--- config.mk ---
export PLATFORM = sky130hd
export DESIGN_NAME = cv_gate_dac_refresh_scheduler_top_flat
export DESIGN_NICKNAME = d
export VERILOG_FILES = /design/src/hw/rtl/cgdrs_pkg.sv /design/src/hw/rtl/cgdrs_cmd_if.sv /design/src/hw/rtl/cgdrs_frame_if.sv /design/src/hw/rtl/cgdrs_core.sv /design/src/hw/rtl/cv_gate_dac_refresh_scheduler_top.sv /design/src/flat_wrapper.sv
export SDC_FILE = /design/constraint.sdc
export NUM_CORES = 1
export LEC_CHECK = 0
export ABC_AREA = 1
export ABC_CLOCK_PERIOD_IN_PS = 3550
export BUFFER_PORTS_ARGS = -buffer_cell sky130_fd_sc_hd__buf_2
export CAP_MARGIN = 0
export CORE_ASPECT_RATIO = 0.7
export CORE_MARGIN = 5
export CORE_UTILIZATION = 41
export DETAILED_ROUTE_END_ITERATION = 10
export PLACE_DENSITY = 0.65
export SLEW_MARGIN = 15
export SYNTH_ARGS = -nofsm -noshare
export SYNTH_HDL_FRONTEND = slang
export SYNTH_SLANG_ARGS = --single-unit
--- constraint.sdc ---
create_clock -name clk_i -period 3.55 [get_ports clk_i]
set_clock_uncertainty 0.2 [all_clocks]
set_input_delay 1.065 -clock clk_i [delete_from_list [all_inputs] [get_ports clk_i]]
set_output_delay 1.065 -clock clk_i [all_outputs]
set_load 0.01 [all_outputs]
--- src/hw/rtl/cgdrs_pkg.sv ---
// cgdrs_pkg: shared types, codes and reset constants of the CV/gate DAC
// refresh scheduler. No dependencies; used by the interfaces and all modules.
`default_nettype none

package cgdrs_pkg;

  // Number of control-voltage channels (fixed by the two-chip DAC layout)
  localparam int unsigned CvChannelsDefault = 4;

  localparam int unsigned CmdW   = 3;
  localparam int unsigned ChanW  = 2;
  localparam int unsigned CvW    = 12;
  localparam int unsigned TgtW   = 2;
  localparam int unsigned ByteW  = 8;
  localparam int unsigned PhaseW = 3;

  localparam logic [CvW-1:0]   CvWantedReset = 12'h800;
  localparam logic [CvW-1:0]   CvSentReset   = 12'hfff;
  localparam logic [ByteW-1:0] GateWantedReset = 8'h00;
  localparam logic [ByteW-1:0] GateSentReset   = 8'hff;

  // DAC frame heads for even and odd CV channels on a chip
  localparam logic [ByteW-1:0] DacHeadEven = 8'h30;
  localparam logic [ByteW-1:0] DacHeadOdd  = 8'hb0;

  // Gate word bit masks
  localparam logic [ByteW-1:0] GateMaskBeep  = 8'h01;
  localparam logic [ByteW-1:0] GateMaskClock = 8'h40;
  localparam logic [ByteW-1:0] GateMaskReset = 8'h80;

  typedef enum logic [CmdW-1:0] {
    CMD_TICK     = 3'd0,
    CMD_SET_CV   = 3'd1,
    CMD_SET_GATE = 3'd2,
    CMD_SET_CLK  = 3'd3,
    CMD_SET_RST  = 3'd4,
    CMD_SET_BEEP = 3'd5
  } cmd_e;

  typedef enum logic [TgtW-1:0] {
    TGT_DAC0 = 2'd0,
    TGT_DAC1 = 2'd1,
    TGT_GATE = 2'd2
  } target_e;

  // One command transaction as held in the input register
  typedef struct packed {
    logic [CmdW-1:0]  command;
    logic [ChanW-1:0] channel;
    logic [CvW-1:0]   value;
    logic             link_ready;
  } cmd_t;

  // One frame transaction
  typedef struct packed {
    logic [TgtW-1:0]  target_select;
    logic [ByteW-1:0] first_byte;
    logic [ByteW-1:0] second_byte;
  } frame_t;

  // Result of the scheduler core for the item in the input register
  typedef struct packed {
    logic   valid;
    frame_t frame;
  } result_t;

  // Gate word bit for a gate channel (bit 2 is never used)
  function automatic logic [ByteW-1:0] gate_mask(input logic [ChanW-1:0] ch);
    logic [ByteW-1:0] m;
    unique case (ch)
      2'd0:    m = 8'h02;
      2'd1:    m = 8'h08;
      2'd2:    m = 8'h10;
      default: m = 8'h20;
    endcase
    return m;
  endfunction

endpackage

`default_nettype wire

--- src/hw/rtl/cgdrs_cmd_if.sv ---
// cgdrs_cmd_if: valid/ready channel carrying one command transaction.
// Depends on cgdrs_pkg for field widths.
`default_nettype none

interface cgdrs_cmd_if;
  import cgdrs_pkg::*;

  logic             valid;
  logic             ready;
  logic [CmdW-1:0]  command;
  logic [ChanW-1:0] channel;
  logic [CvW-1:0]   value;
  logic             link_ready;

  modport source (output valid, command, channel, value, link_ready, input ready);
  modport sink   (input valid, command, channel, value, link_ready, output ready);
endinterface

`default_nettype wire

--- src/hw/rtl/cgdrs_frame_if.sv ---
// cgdrs_frame_if: valid/ready channel carrying one link frame transaction.
// Depends on cgdrs_pkg for field widths.
`default_nettype none

interface cgdrs_frame_if;
  import cgdrs_pkg::*;

  logic             valid;
  logic             ready;
  logic [TgtW-1:0]  target_select;
  logic [ByteW-1:0] first_byte;
  logic [ByteW-1:0] second_byte;

  modport source (output valid, target_select, first_byte, second_byte, input ready);
  modport sink   (input valid, target_select, first_byte, second_byte, output ready);
endinterface

`default_nettype wire

--- src/hw/rtl/cgdrs_core.sv ---
// cgdrs_core: wanted/sent state of the CV channels and gate word, the tick
// phase, and the frame decision for one command. Depends on cgdrs_pkg.
`default_nettype none

module cgdrs_core #(
  parameter int unsigned CvChannels = cgdrs_pkg::CvChannelsDefault
) (
  input  wire logic             clk_i,
  input  wire logic             rst_ni,
  input  wire cgdrs_pkg::cmd_t  item_i,
  input  wire logic             commit_i,
  output cgdrs_pkg::result_t    result_o
);
  import cgdrs_pkg::*;

  logic [CvW-1:0]    cv_wanted_q [CvChannels];
  logic [CvW-1:0]    cv_sent_q   [CvChannels];
  logic [ByteW-1:0]  gate_wanted_q, gate_wanted_d;
  logic [ByteW-1:0]  gate_sent_q, gate_sent_d;
  logic              beep_q, beep_d;
  logic [PhaseW-1:0] phase_q, phase_d;

  logic              is_tick;
  logic              odd_phase;
  logic [ChanW-1:0]  tick_ch;
  logic              tick_ch_ok;
  logic              set_ch_ok;
  logic [CvW-1:0]    cv_cur;
  logic              cv_changed;
  logic [ByteW-1:0]  gate_refresh;
  logic              on;
  logic              cv_send;
  logic              gate_send;

  assign is_tick    = (cmd_e'(item_i.command) == CMD_TICK) && item_i.link_ready;
  assign odd_phase  = phase_q[0];
  assign tick_ch    = phase_q[PhaseW-1:1];
  assign tick_ch_ok = 32'(tick_ch) < CvChannels;
  assign set_ch_ok  = 32'(item_i.channel) < CvChannels;
  assign on         = item_i.value != '0;

  // Compare the phase's CV channel against what was last sent
  always_comb begin
    cv_cur     = cv_wanted_q[tick_ch];
    cv_changed = tick_ch_ok && (cv_sent_q[tick_ch] != cv_cur);
  end

  // Refresh the beep bit: on at phases 3 and 7 while the beep is enabled
  assign gate_refresh = (gate_wanted_q & ~GateMaskBeep) |
                        ((beep_q && phase_q[1]) ? GateMaskBeep : '0);

  assign cv_send   = is_tick && !odd_phase && cv_changed;
  assign gate_send = is_tick && odd_phase && (gate_sent_q != gate_refresh);

  // Build the frame
  always_comb begin
    result_o = '0;
    if (cv_send) begin
      result_o.valid = 1'b1;
      result_o.frame.target_select = tick_ch[1] ? TGT_DAC1 : TGT_DAC0;
      result_o.frame.first_byte    = (tick_ch[0] ? DacHeadOdd : DacHeadEven) |
                                     {4'h0, cv_cur[CvW-1:8]};
      result_o.frame.second_byte   = cv_cur[7:0];
    end else if (gate_send) begin
      result_o.valid = 1'b1;
      result_o.frame.target_select = TGT_GATE;
      result_o.frame.first_byte    = '0;
      result_o.frame.second_byte   = gate_refresh;
    end
  end

  // Next state of the scalar registers
  always_comb begin
    gate_wanted_d = gate_wanted_q;
    gate_sent_d   = gate_sent_q;
    beep_d        = beep_q;
    phase_d       = phase_q;
    unique case (cmd_e'(item_i.command))
      CMD_TICK: begin
        if (item_i.link_ready) begin
          phase_d = phase_q + 1'b1;
          if (odd_phase) begin
            gate_wanted_d = gate_refresh;
            gate_sent_d   = gate_refresh;
          end
        end
      end
      CMD_SET_GATE: begin
        gate_wanted_d = on ? (gate_wanted_q | gate_mask(item_i.channel))
                           : (gate_wanted_q & ~gate_mask(item_i.channel));
      end
      CMD_SET_CLK: begin
        gate_wanted_d = on ? (gate_wanted_q | GateMaskClock)
                           : (gate_wanted_q & ~GateMaskClock);
      end
      CMD_SET_RST: begin
        gate_wanted_d = on ? (gate_wanted_q | GateMaskReset)
                           : (gate_wanted_q & ~GateMaskReset);
      end
      CMD_SET_BEEP: beep_d = on;
      default: ;
    endcase
  end

  // Hold scalar state; advance only on a committed command
  always_ff @(posedge clk_i or negedge rst_ni) begin
    if (!rst_ni) begin
      gate_wanted_q <= GateWantedReset;
      gate_sent_q   <= GateSentReset;
      beep_q        <= 1'b0;
      phase_q       <= '0;
    end else if (commit_i) begin
      gate_wanted_q <= gate_wanted_d;
      gate_sent_q   <= gate_sent_d;
      beep_q        <= beep_d;
      phase_q       <= phase_d;
    end
  end

  // Per-channel CV registers: wanted from set cv, sent from a sent frame
  for (genvar i = 0; i < CvChannels; i++) begin : g_cv
    always_ff @(posedge clk_i or negedge rst_ni) begin
      if (!rst_ni) begin
        cv_wanted_q[i] <= CvWantedReset;
        cv_sent_q[i]   <= CvSentReset;
      end else if (commit_i) begin
        if (cmd_e'(item_i.command) == CMD_SET_CV && set_ch_ok &&
            32'(item_i.channel) == i) begin
          cv_wanted_q[i] <= item_i.value;
        end
        if (cv_send && 32'(tick_ch) == i) begin
          cv_sent_q[i] <= cv_cur;
        end
      end
    end
  end

endmodule

`default_nettype wire

--- src/hw/rtl/cv_gate_dac_refresh_scheduler_top.sv ---
// cv_gate_dac_refresh_scheduler_top: command input register, scheduler core
// and frame output register. Depends on cgdrs_pkg, cgdrs_cmd_if,
// cgdrs_frame_if and cgdrs_core.
//
//   channel   dir   transaction   fields
//   cmd_i     in    command       command, channel, value, link_ready
//   frame_o   out   link frame    target_select, first_byte, second_byte
//
// One command is taken every cycle unless the held command stalls; a tick's
// frame passes the input register, then the output register.
// A frame waiting in the output register stalls only a command that makes a
// new frame; set commands and quiet ticks still pass.
// After reset the phase is zero and every sent copy differs from its wanted
// copy, so the first eight link-ready ticks refresh every DAC channel and gates.
`default_nettype none

module cv_gate_dac_refresh_scheduler_top #(
  parameter int unsigned CvChannels = cgdrs_pkg::CvChannelsDefault
) (
  input  wire logic    clk_i,
  input  wire logic    rst_ni,
  cgdrs_cmd_if.sink    cmd_i,
  cgdrs_frame_if.source frame_o
);
  import cgdrs_pkg::*;

  logic    in_valid_q;
  cmd_t    in_q;
  logic    out_valid_q;
  frame_t  out_q;
  result_t result;
  logic    out_free;
  logic    commit;
  logic    take;

  // Commit the held command unless its frame has nowhere to go
  assign out_free = !out_valid_q || frame_o.ready;
  assign commit   = in_valid_q && (!result.valid || out_free);
  assign take     = cmd_i.valid && cmd_i.ready;

  assign cmd_i.ready = !in_valid_q || commit;

  // Input register
  always_ff @(posedge clk_i or negedge rst_ni) begin
    if (!rst_ni) begin
      in_valid_q <= 1'b0;
    end else if (take) begin
      in_valid_q <= 1'b1;
    end else if (commit) begin
      in_valid_q <= 1'b0;
    end
  end

  always_ff @(posedge clk_i) begin
    if (take) begin
      in_q.command    <= cmd_i.command;
      in_q.channel    <= cmd_i.channel;
      in_q.value      <= cmd_i.value;
      in_q.link_ready <= cmd_i.link_ready;
    end
  end

  cgdrs_core #(
    .CvChannels(CvChannels)
  ) u_core (
    .clk_i    (clk_i),
    .rst_ni   (rst_ni),
    .item_i   (in_q),
    .commit_i (commit),
    .result_o (result)
  );

  // Output register: load a new frame, drop one that was taken
  always_ff @(posedge clk_i or negedge rst_ni) begin
    if (!rst_ni) begin
      out_valid_q <= 1'b0;
    end else if (commit && result.valid) begin
      out_valid_q <= 1'b1;
    end else if (frame_o.ready) begin
      out_valid_q <= 1'b0;
    end
  end

  always_ff @(posedge clk_i) begin
    if (commit && result.valid) begin
      out_q <= result.frame;
    end
  end

  assign frame_o.valid         = out_valid_q;
  assign frame_o.target_select = out_q.target_select;
  assign frame_o.first_byte    = out_q.first_byte;
  assign frame_o.second_byte   = out_q.second_byte;

endmodule

`default_nettype wire
--- src/flat_wrapper.sv ---
// flat-port wrapper written by rule: the top's interface ports become plain ports
module cv_gate_dac_refresh_scheduler_top_flat import cgdrs_pkg::*;
#(
  parameter int unsigned CvChannels = cgdrs_pkg::CvChannelsDefault
)
  (clk_i, rst_ni, cmd_i_valid, cmd_i_command, cmd_i_channel, cmd_i_value, cmd_i_link_ready, cmd_i_ready, frame_o_valid, frame_o_target_select, frame_o_first_byte, frame_o_second_byte, frame_o_ready);
  cgdrs_cmd_if cmd_i_i ();
  cgdrs_frame_if frame_o_i ();
  input  wire logic clk_i;
  input  wire logic rst_ni;
  input wire logic [$bits(cmd_i_i.valid)-1:0] cmd_i_valid;
  input wire logic [$bits(cmd_i_i.command)-1:0] cmd_i_command;
  input wire logic [$bits(cmd_i_i.channel)-1:0] cmd_i_channel;
  input wire logic [$bits(cmd_i_i.value)-1:0] cmd_i_value;
  input wire logic [$bits(cmd_i_i.link_ready)-1:0] cmd_i_link_ready;
  output wire logic [$bits(cmd_i_i.ready)-1:0] cmd_i_ready;
  output wire logic [$bits(frame_o_i.valid)-1:0] frame_o_valid;
  output wire logic [$bits(frame_o_i.target_select)-1:0] frame_o_target_select;
  output wire logic [$bits(frame_o_i.first_byte)-1:0] frame_o_first_byte;
  output wire logic [$bits(frame_o_i.second_byte)-1:0] frame_o_second_byte;
  input wire logic [$bits(frame_o_i.ready)-1:0] frame_o_ready;
  assign cmd_i_i.valid = cmd_i_valid;
  assign cmd_i_i.command = cmd_i_command;
  assign cmd_i_i.channel = cmd_i_channel;
  assign cmd_i_i.value = cmd_i_value;
  assign cmd_i_i.link_ready = cmd_i_link_ready;
  assign cmd_i_ready = cmd_i_i.ready;
  assign frame_o_valid = frame_o_i.valid;
  assign frame_o_target_select = frame_o_i.target_select;
  assign frame_o_first_byte = frame_o_i.first_byte;
  assign frame_o_second_byte = frame_o_i.second_byte;
  assign frame_o_i.ready = frame_o_ready;
  cv_gate_dac_refresh_scheduler_top #(.CvChannels(CvChannels)) u_core (.clk_i(clk_i), .rst_ni(rst_ni), .cmd_i(cmd_i_i), .frame_o(frame_o_i));
endmodule
; ---- Yosys cells after proc, flatten, opt, wreduce, memory -nomap -nowiden
; Index checks and enable logic that the tools add are counted.
[totals]
regBits = 154
out_inout_bits = 20
wordCells = 118
[op_classes]
n_addsub = 1
magnitude_cmp = 1
n_eq_ne = 15
mux = 23
bitwise = 8
reduce_logical = 47
[ops]
columns = op, n
row1 = 12-bit binary-select mux with 2-bit select, 2
row2 = 12-bit 2-to-1 mux, 4
row3 = 8-bit 2-to-1 mux, 6
row4 = 19-bit 2-to-1 mux, 2
row5 = 8-bit one-hot mux with 4 select lines, 1
row6 = 6-bit one-hot mux with 3 select lines, 1
row7 = 2-bit AND reduction, 9
row8 = 1-bit logical AND, 17
row9 = 12-bit inequality test, 1
row10 = 12-bit nonzero test, 1
row11 = 5-bit AND reduction, 2
row12 = 8-bit AND, 1
row13 = 2-bit == test (second input constant), 4
row14 = 8-bit inequality test, 1
row15 = 8-bit inverter, 1
row16 = 8-bit by 1-bit bitwise OR with 8-bit output, 1
row17 = 8-bit by 4-bit bitwise OR with 8-bit output, 1
row18 = 8-bit bitwise OR, 1
row19 = 7-bit 2-to-1 mux, 1
row20 = 3-bit by 2-bit == test with 1-bit output (second input constant), 2
row21 = 3-bit == test (second input constant), 2
row22 = 1-bit 2-to-1 mux, 6
row23 = 6-bit AND reduction, 1
row24 = 2-bit nonzero test, 3
row25 = other kinds (15), 24

; ---- Depth between registers and ports, before layout
[depth]
depth_word = 13
ltp_mapped = 20

; ---- Cells and area by module
; Synthesis repeated with hierarchy kept, for this count alone.
[hier_totals]
cells_unflattened = 976
area_unflattened_um2 = 7668.6
[by_module_without_submodules]
columns = mod, n_inst, cells_each, area_per_inst_um2
row1 = cgdrs_core, 1, 925, 6477.5
row2 = cv_gate_dac_refresh_scheduler_top, 1, 51, 1191.1

; ---- Worst setup path before layout
; OpenSTA, ideal clock, no wires.
[synth_timing]
path_kind = register to output
from = register u_core.u_core.phase_q[1]
to = output cmd_i_ready
arrival_ns = 1.630
t_required_ns = 2.285
slack_ns = 0.655
stages_incl_launch_ff = 14
cell_sequence = dfrtp_1 -> buf_4 -> nor2_2 -> buf_4 -> nand2_1 -> nand3_1 -> nand2_1 -> nand2_1 -> nand2_1 -> nor2_1 -> nand3_1 -> nand2_1 -> nand2_2 -> nand3_1
[synth_via]
elab_chain_cells = 11
[synth_lines]
columns = item, line_no
row1 = "start, declared", cgdrs_core.sv:21  ; logic [PhaseW-1:0] phase_q, phase_d;
row2 = "start signal, assigned", cgdrs_core.sv:116  ; phase_q <= phase_d;
row3 = 2-bit inverter with 3-bit output (implied by the code) or 1-bit logical AND (tied branches), "cgdrs_core.sv:44, cgdrs_core.sv:45, cgdrs_core.sv:50"
row4 = 12-bit binary-select mux with 2-bit select (tied with other cells), cgdrs_core.sv:45  ; cv_changed = tick_ch_ok && (cv_sent_q[tick_ch] != cv_cur);
row5 = 12-bit 2-to-1 mux (implied by the code) (tied with other cells) (2 in a row), cgdrs_core.sv:45
row6 = 12-bit inequality test or 1-bit logical AND (tied branches), "cgdrs_core.sv:45, cgdrs_core.sv:53"
row7 = 1-bit logical AND or 19-bit 2-to-1 mux (tied branches), "cgdrs_core.sv:52, cgdrs_core.sv:64"
row8 = 19-bit 2-to-1 mux *, cgdrs_core.sv:58  ; if (cv_send) begin
row9 = 1-bit zero test *, cv_gate_dac_refresh_scheduler_top.sv:38  ; assign commit = in_valid_q && (!result.valid || out_free);
row10 = 1-bit logical OR *, cv_gate_dac_refresh_scheduler_top.sv:38
row11 = 1-bit logical AND *, cv_gate_dac_refresh_scheduler_top.sv:38
row12 = 1-bit logical OR *, cv_gate_dac_refresh_scheduler_top.sv:41  ; assign cmd_i.ready = !in_valid_q || commit;
row13 = "end, declared", flat_wrapper.sv:16  ; output wire logic [$bits(cmd_i_i.ready)-1:0] cmd_i_ready;
; Every way passes the cells marked *; elsewhere a longest branch is shown, timed or not. The select of a mux whose other input is x is not followed.

; ---- Worst setup path in the final report
; Same ends and word-level chain as after synthesis.

==> impl_metrics.ini <==
[sta]
finalCriticalPeriod_ns = 3.77
rsz0062_at_grt = true
setup_viol = 1
post-route-period-util = 1.06
worstMarginPinSlew_ns = 0.568
fmax_ghz = 0.266
slew-limit-headroom = 0.621
setup_ws_ns = -0.216
hold_viol_final = 0
drv_slew = 0

[global_route]
antenna_found_initial = 0
grt_max_degree = 69
track_usage = 0.201
grt_remaining_overflow = 0
grt_pass1_vias = 6588
grt_pass1_wl_um = 35400

[power]
leakagePower_nw = 4.74
seq_power_share = 0.361
combinationalPowerShare = 0.366
p_int_mw = 4.20
power_mw = 6.75
swShare = 0.377
p_clk_frac = 0.272
vdd_drop_max_uv = 428
switchingPower_mw = 2.54
powerDensity_nw_per_um2 = 724

[clock_network]
cts-root-buf = clkbuf_16
h-tree-depth = 4
cts_buffer_depth = 2
clkSinkCount = 151
cts_tree = built
clk_pin_slew_ns = 0.06
cts_inserted_buffers = 17
clk-insertion-delay-late_ns = 0.42

[placement]
hpwlAfterDp_um = 14500
port_buffers = 40
dp_cells = 1322
gp_congestion = 0.876
pre_cts_slack_ns = -0.00417
place_area_um2 = 8490

[detailed_routing]
antenna_left = 0
detail_route.wl_per_cell_um = 16.0
vias = 7085
firstDrtPassIters = 5
drt_wl_total_um = 21800
drt-initial-drc-count = 858
vias_per_cell = 5.20
drcViolationCount = 0

[synthesis]
avgSynthCellArea_um2 = 7.52
synthFlopType = dfstp_2
ys_ff_latch = 151
yosysSeqAreaShare = 0.515
synth_cell_types = 29
synthTopCellsByArea = nand2_1, dfstp_2, dfrtp_1, edfxtp_1, nand3_1
synth_edf_count = 34
syn_area_um2 = 7810
ys_top_cells_by_count = nand2_1, nand3_1, dfstp_2
ys_warn_count = 0
synth_cells = 1039
yosysTopAreaCellShare = 0.251
synth.most_common_cell = nand2_1
syn_nets = 1062
ys_async_sr_fraction = 0.775
synth_top_area_cell = nand2_1

[die]
core_um2 = 18800
num_io_pins = 42
num_rows = 42
die-area_um2 = 22000
die_w_um = 175
start_util = 0.415
fp.dieH_um = 126

[cells_and_area]
design_area_um2 = 9330
drive_above_1_share = 0.209
stdcell_count = 1363
area_delta_synth_final_pct = 19.3
fin_util = 0.496
diodes = 0
layout.nets = 1131

[worst_setup_path]
startpoint_type = flip-flop
end_kind = output pin
critPathKind = reg2out
cp.required_ns = 2.28
crit_fanout = 6
r2r_cells = 21
crit_arrival_ns = 2.50

[run_status]
violations = setup timing
status = complete, but fails checks

[worst_hold_path]
holdCritPathClass = reg2reg
whs_path_depth = 2

[job]
max_cap_violations = 0
-- power groups by stage --
stage	Combinational, mW	Sequential, mW	Clock (mW)
after floorplan	1.34	2.35	0
after detailed placement	2.18	2.44	0
final	2.47	2.44	1.84
after global routing	2.70	2.47	1.95
after global placement	2.17	2.43	0
after CTS	2.35	2.42	1.86
-- routing by layer --
metal  share of wire  track usage  wire length, um  up-vias
met5               0            0                0        -
met4          0.0099       0.0462              216        0
met3           0.091       0.0567             1990       19
met2            0.42        0.287             9240      299
met1            0.48        0.303            10400     3315
li1                -            -                -     3452
-- kinds of logic after synthesis --
kind of cell	Yosys count	share of synthesized area
AO/OA/AOI/OAI	29	0.0210
XOR/XNOR	7	0.00785
AND/OR/NAND/NOR	749	0.392
flip-flops	151	0.515
adder cells (fa/ha/maj)	1	0.00160
buffers and inverters	101	0.0625
other	1	0.000480
-- stage by stage --
step | hold slack, ns | setup TNS (ns)
global route | 0.276 | -0.376
detailed placement | 0.253 | -0.00417
global placement | 0.249 | 0
finish | 0.263 | -0.216
floorplan | 0.242 | 0
CTS | 0.263 | -0.160
-- area by class of cell --
type                    count  area, um2
clock buffers              22        474
clock inverters            10        119
repair buffers            109        838
multi-input cells         787       3400
flip-flops and latches    151       4030
fillers                  1844       9490
well taps                 242        303
inverters                  42        165
-- critical path: stages, from the launching register on --
cell	delay, ns
dfrtp_2	0.49
buf_6	0.16
nor2_4	0.16
buf_12	0.15
buf_6	0.10
nand2_1	0.05
nand2_2	0.08
nor2_4	0.05
nand2_1	0.05
nand2_1	0.06
inv_1	0.05
nand2_1	0.06
nor2_2	0.13
nand3_2	0.12
nand2_2	0.11
nand2_4	0.08
nand3_4	0.08
buf_6	0.10
-- final timing paths --
kind | start | to | slack, ns
max in group asynchronous | rst_ni | u_core.u_core.gate_sent_q[5] | 2.08
max | u_core.u_core.phase_q[1] | cmd_i_ready | -0.22
max reg2reg | u_core.u_core.phase_q[1] | u_core.u_core.cv_sent_q[23] | 0.17
min | u_core.u_core.cv_sent_q[4] | u_core.u_core.cv_sent_q[4] | 0.26
min reg2reg | u_core.u_core.cv_sent_q[4] | u_core.u_core.cv_sent_q[4] | 0.26
min in group asynchronous | rst_ni | u_core.u_core.cv_sent_q[10] | 0.60
-- placed cells by master (no fill, tap or decap), types with 2 or more instances in the layout --
cell type,instances
nand2_1,509
nand3_1,152
dfstp_2,60
buf_4,58
dfrtp_1,55
nor2_1,40
inv_1,38
buf_2,38
edfxtp_1,34
clkbuf_16,18
o21ai_0,16
nand2_2,14
nand4_1,10
nor2_2,7
a21oi_1,6
o22ai_1,6
buf_6,6
buf_12,6
xor2_1,5
nor4_1,4
nor3_1,4
nor2_4,3
clkbuf_8,3
inv_2,2
nand2_4,2
xnor2_1,2
clkbuf_1,2
clkinv_2,2
clkinv_4,2
inv_6,2
bufinv_16,2
dfrtp_2,2
-- sequential cells by signal, summed over array words and instances, names as in the netlist, named ones only --
signal / cells
u_core.u_core.cv_wanted_q: 48
u_core.u_core.beep_q: 1
u_core.in_valid_q: 1
u_core.frame_o.first_byte: 6
u_core.frame_o.target_select: 2
u_core.u_core.gate_sent_q: 8
u_core.u_core.cv_sent_q: 48
u_core.frame_o.valid: 1
u_core.u_core.gate_wanted_q: 1
u_core.frame_o.second_byte: 8
u_core.u_core.phase_q: 3
u_core.in_q: 18
-- repair_timing --
action / CTS / global route
cloned: 1 / 1
buffers inserted: 5 / 5
pin swaps: 10 / 10
setup endpoints to repair: 1 / 71
hold buffers: 0 / 0
gates resized for setup: 20 / 25
(Power assumes the default switching activity.)
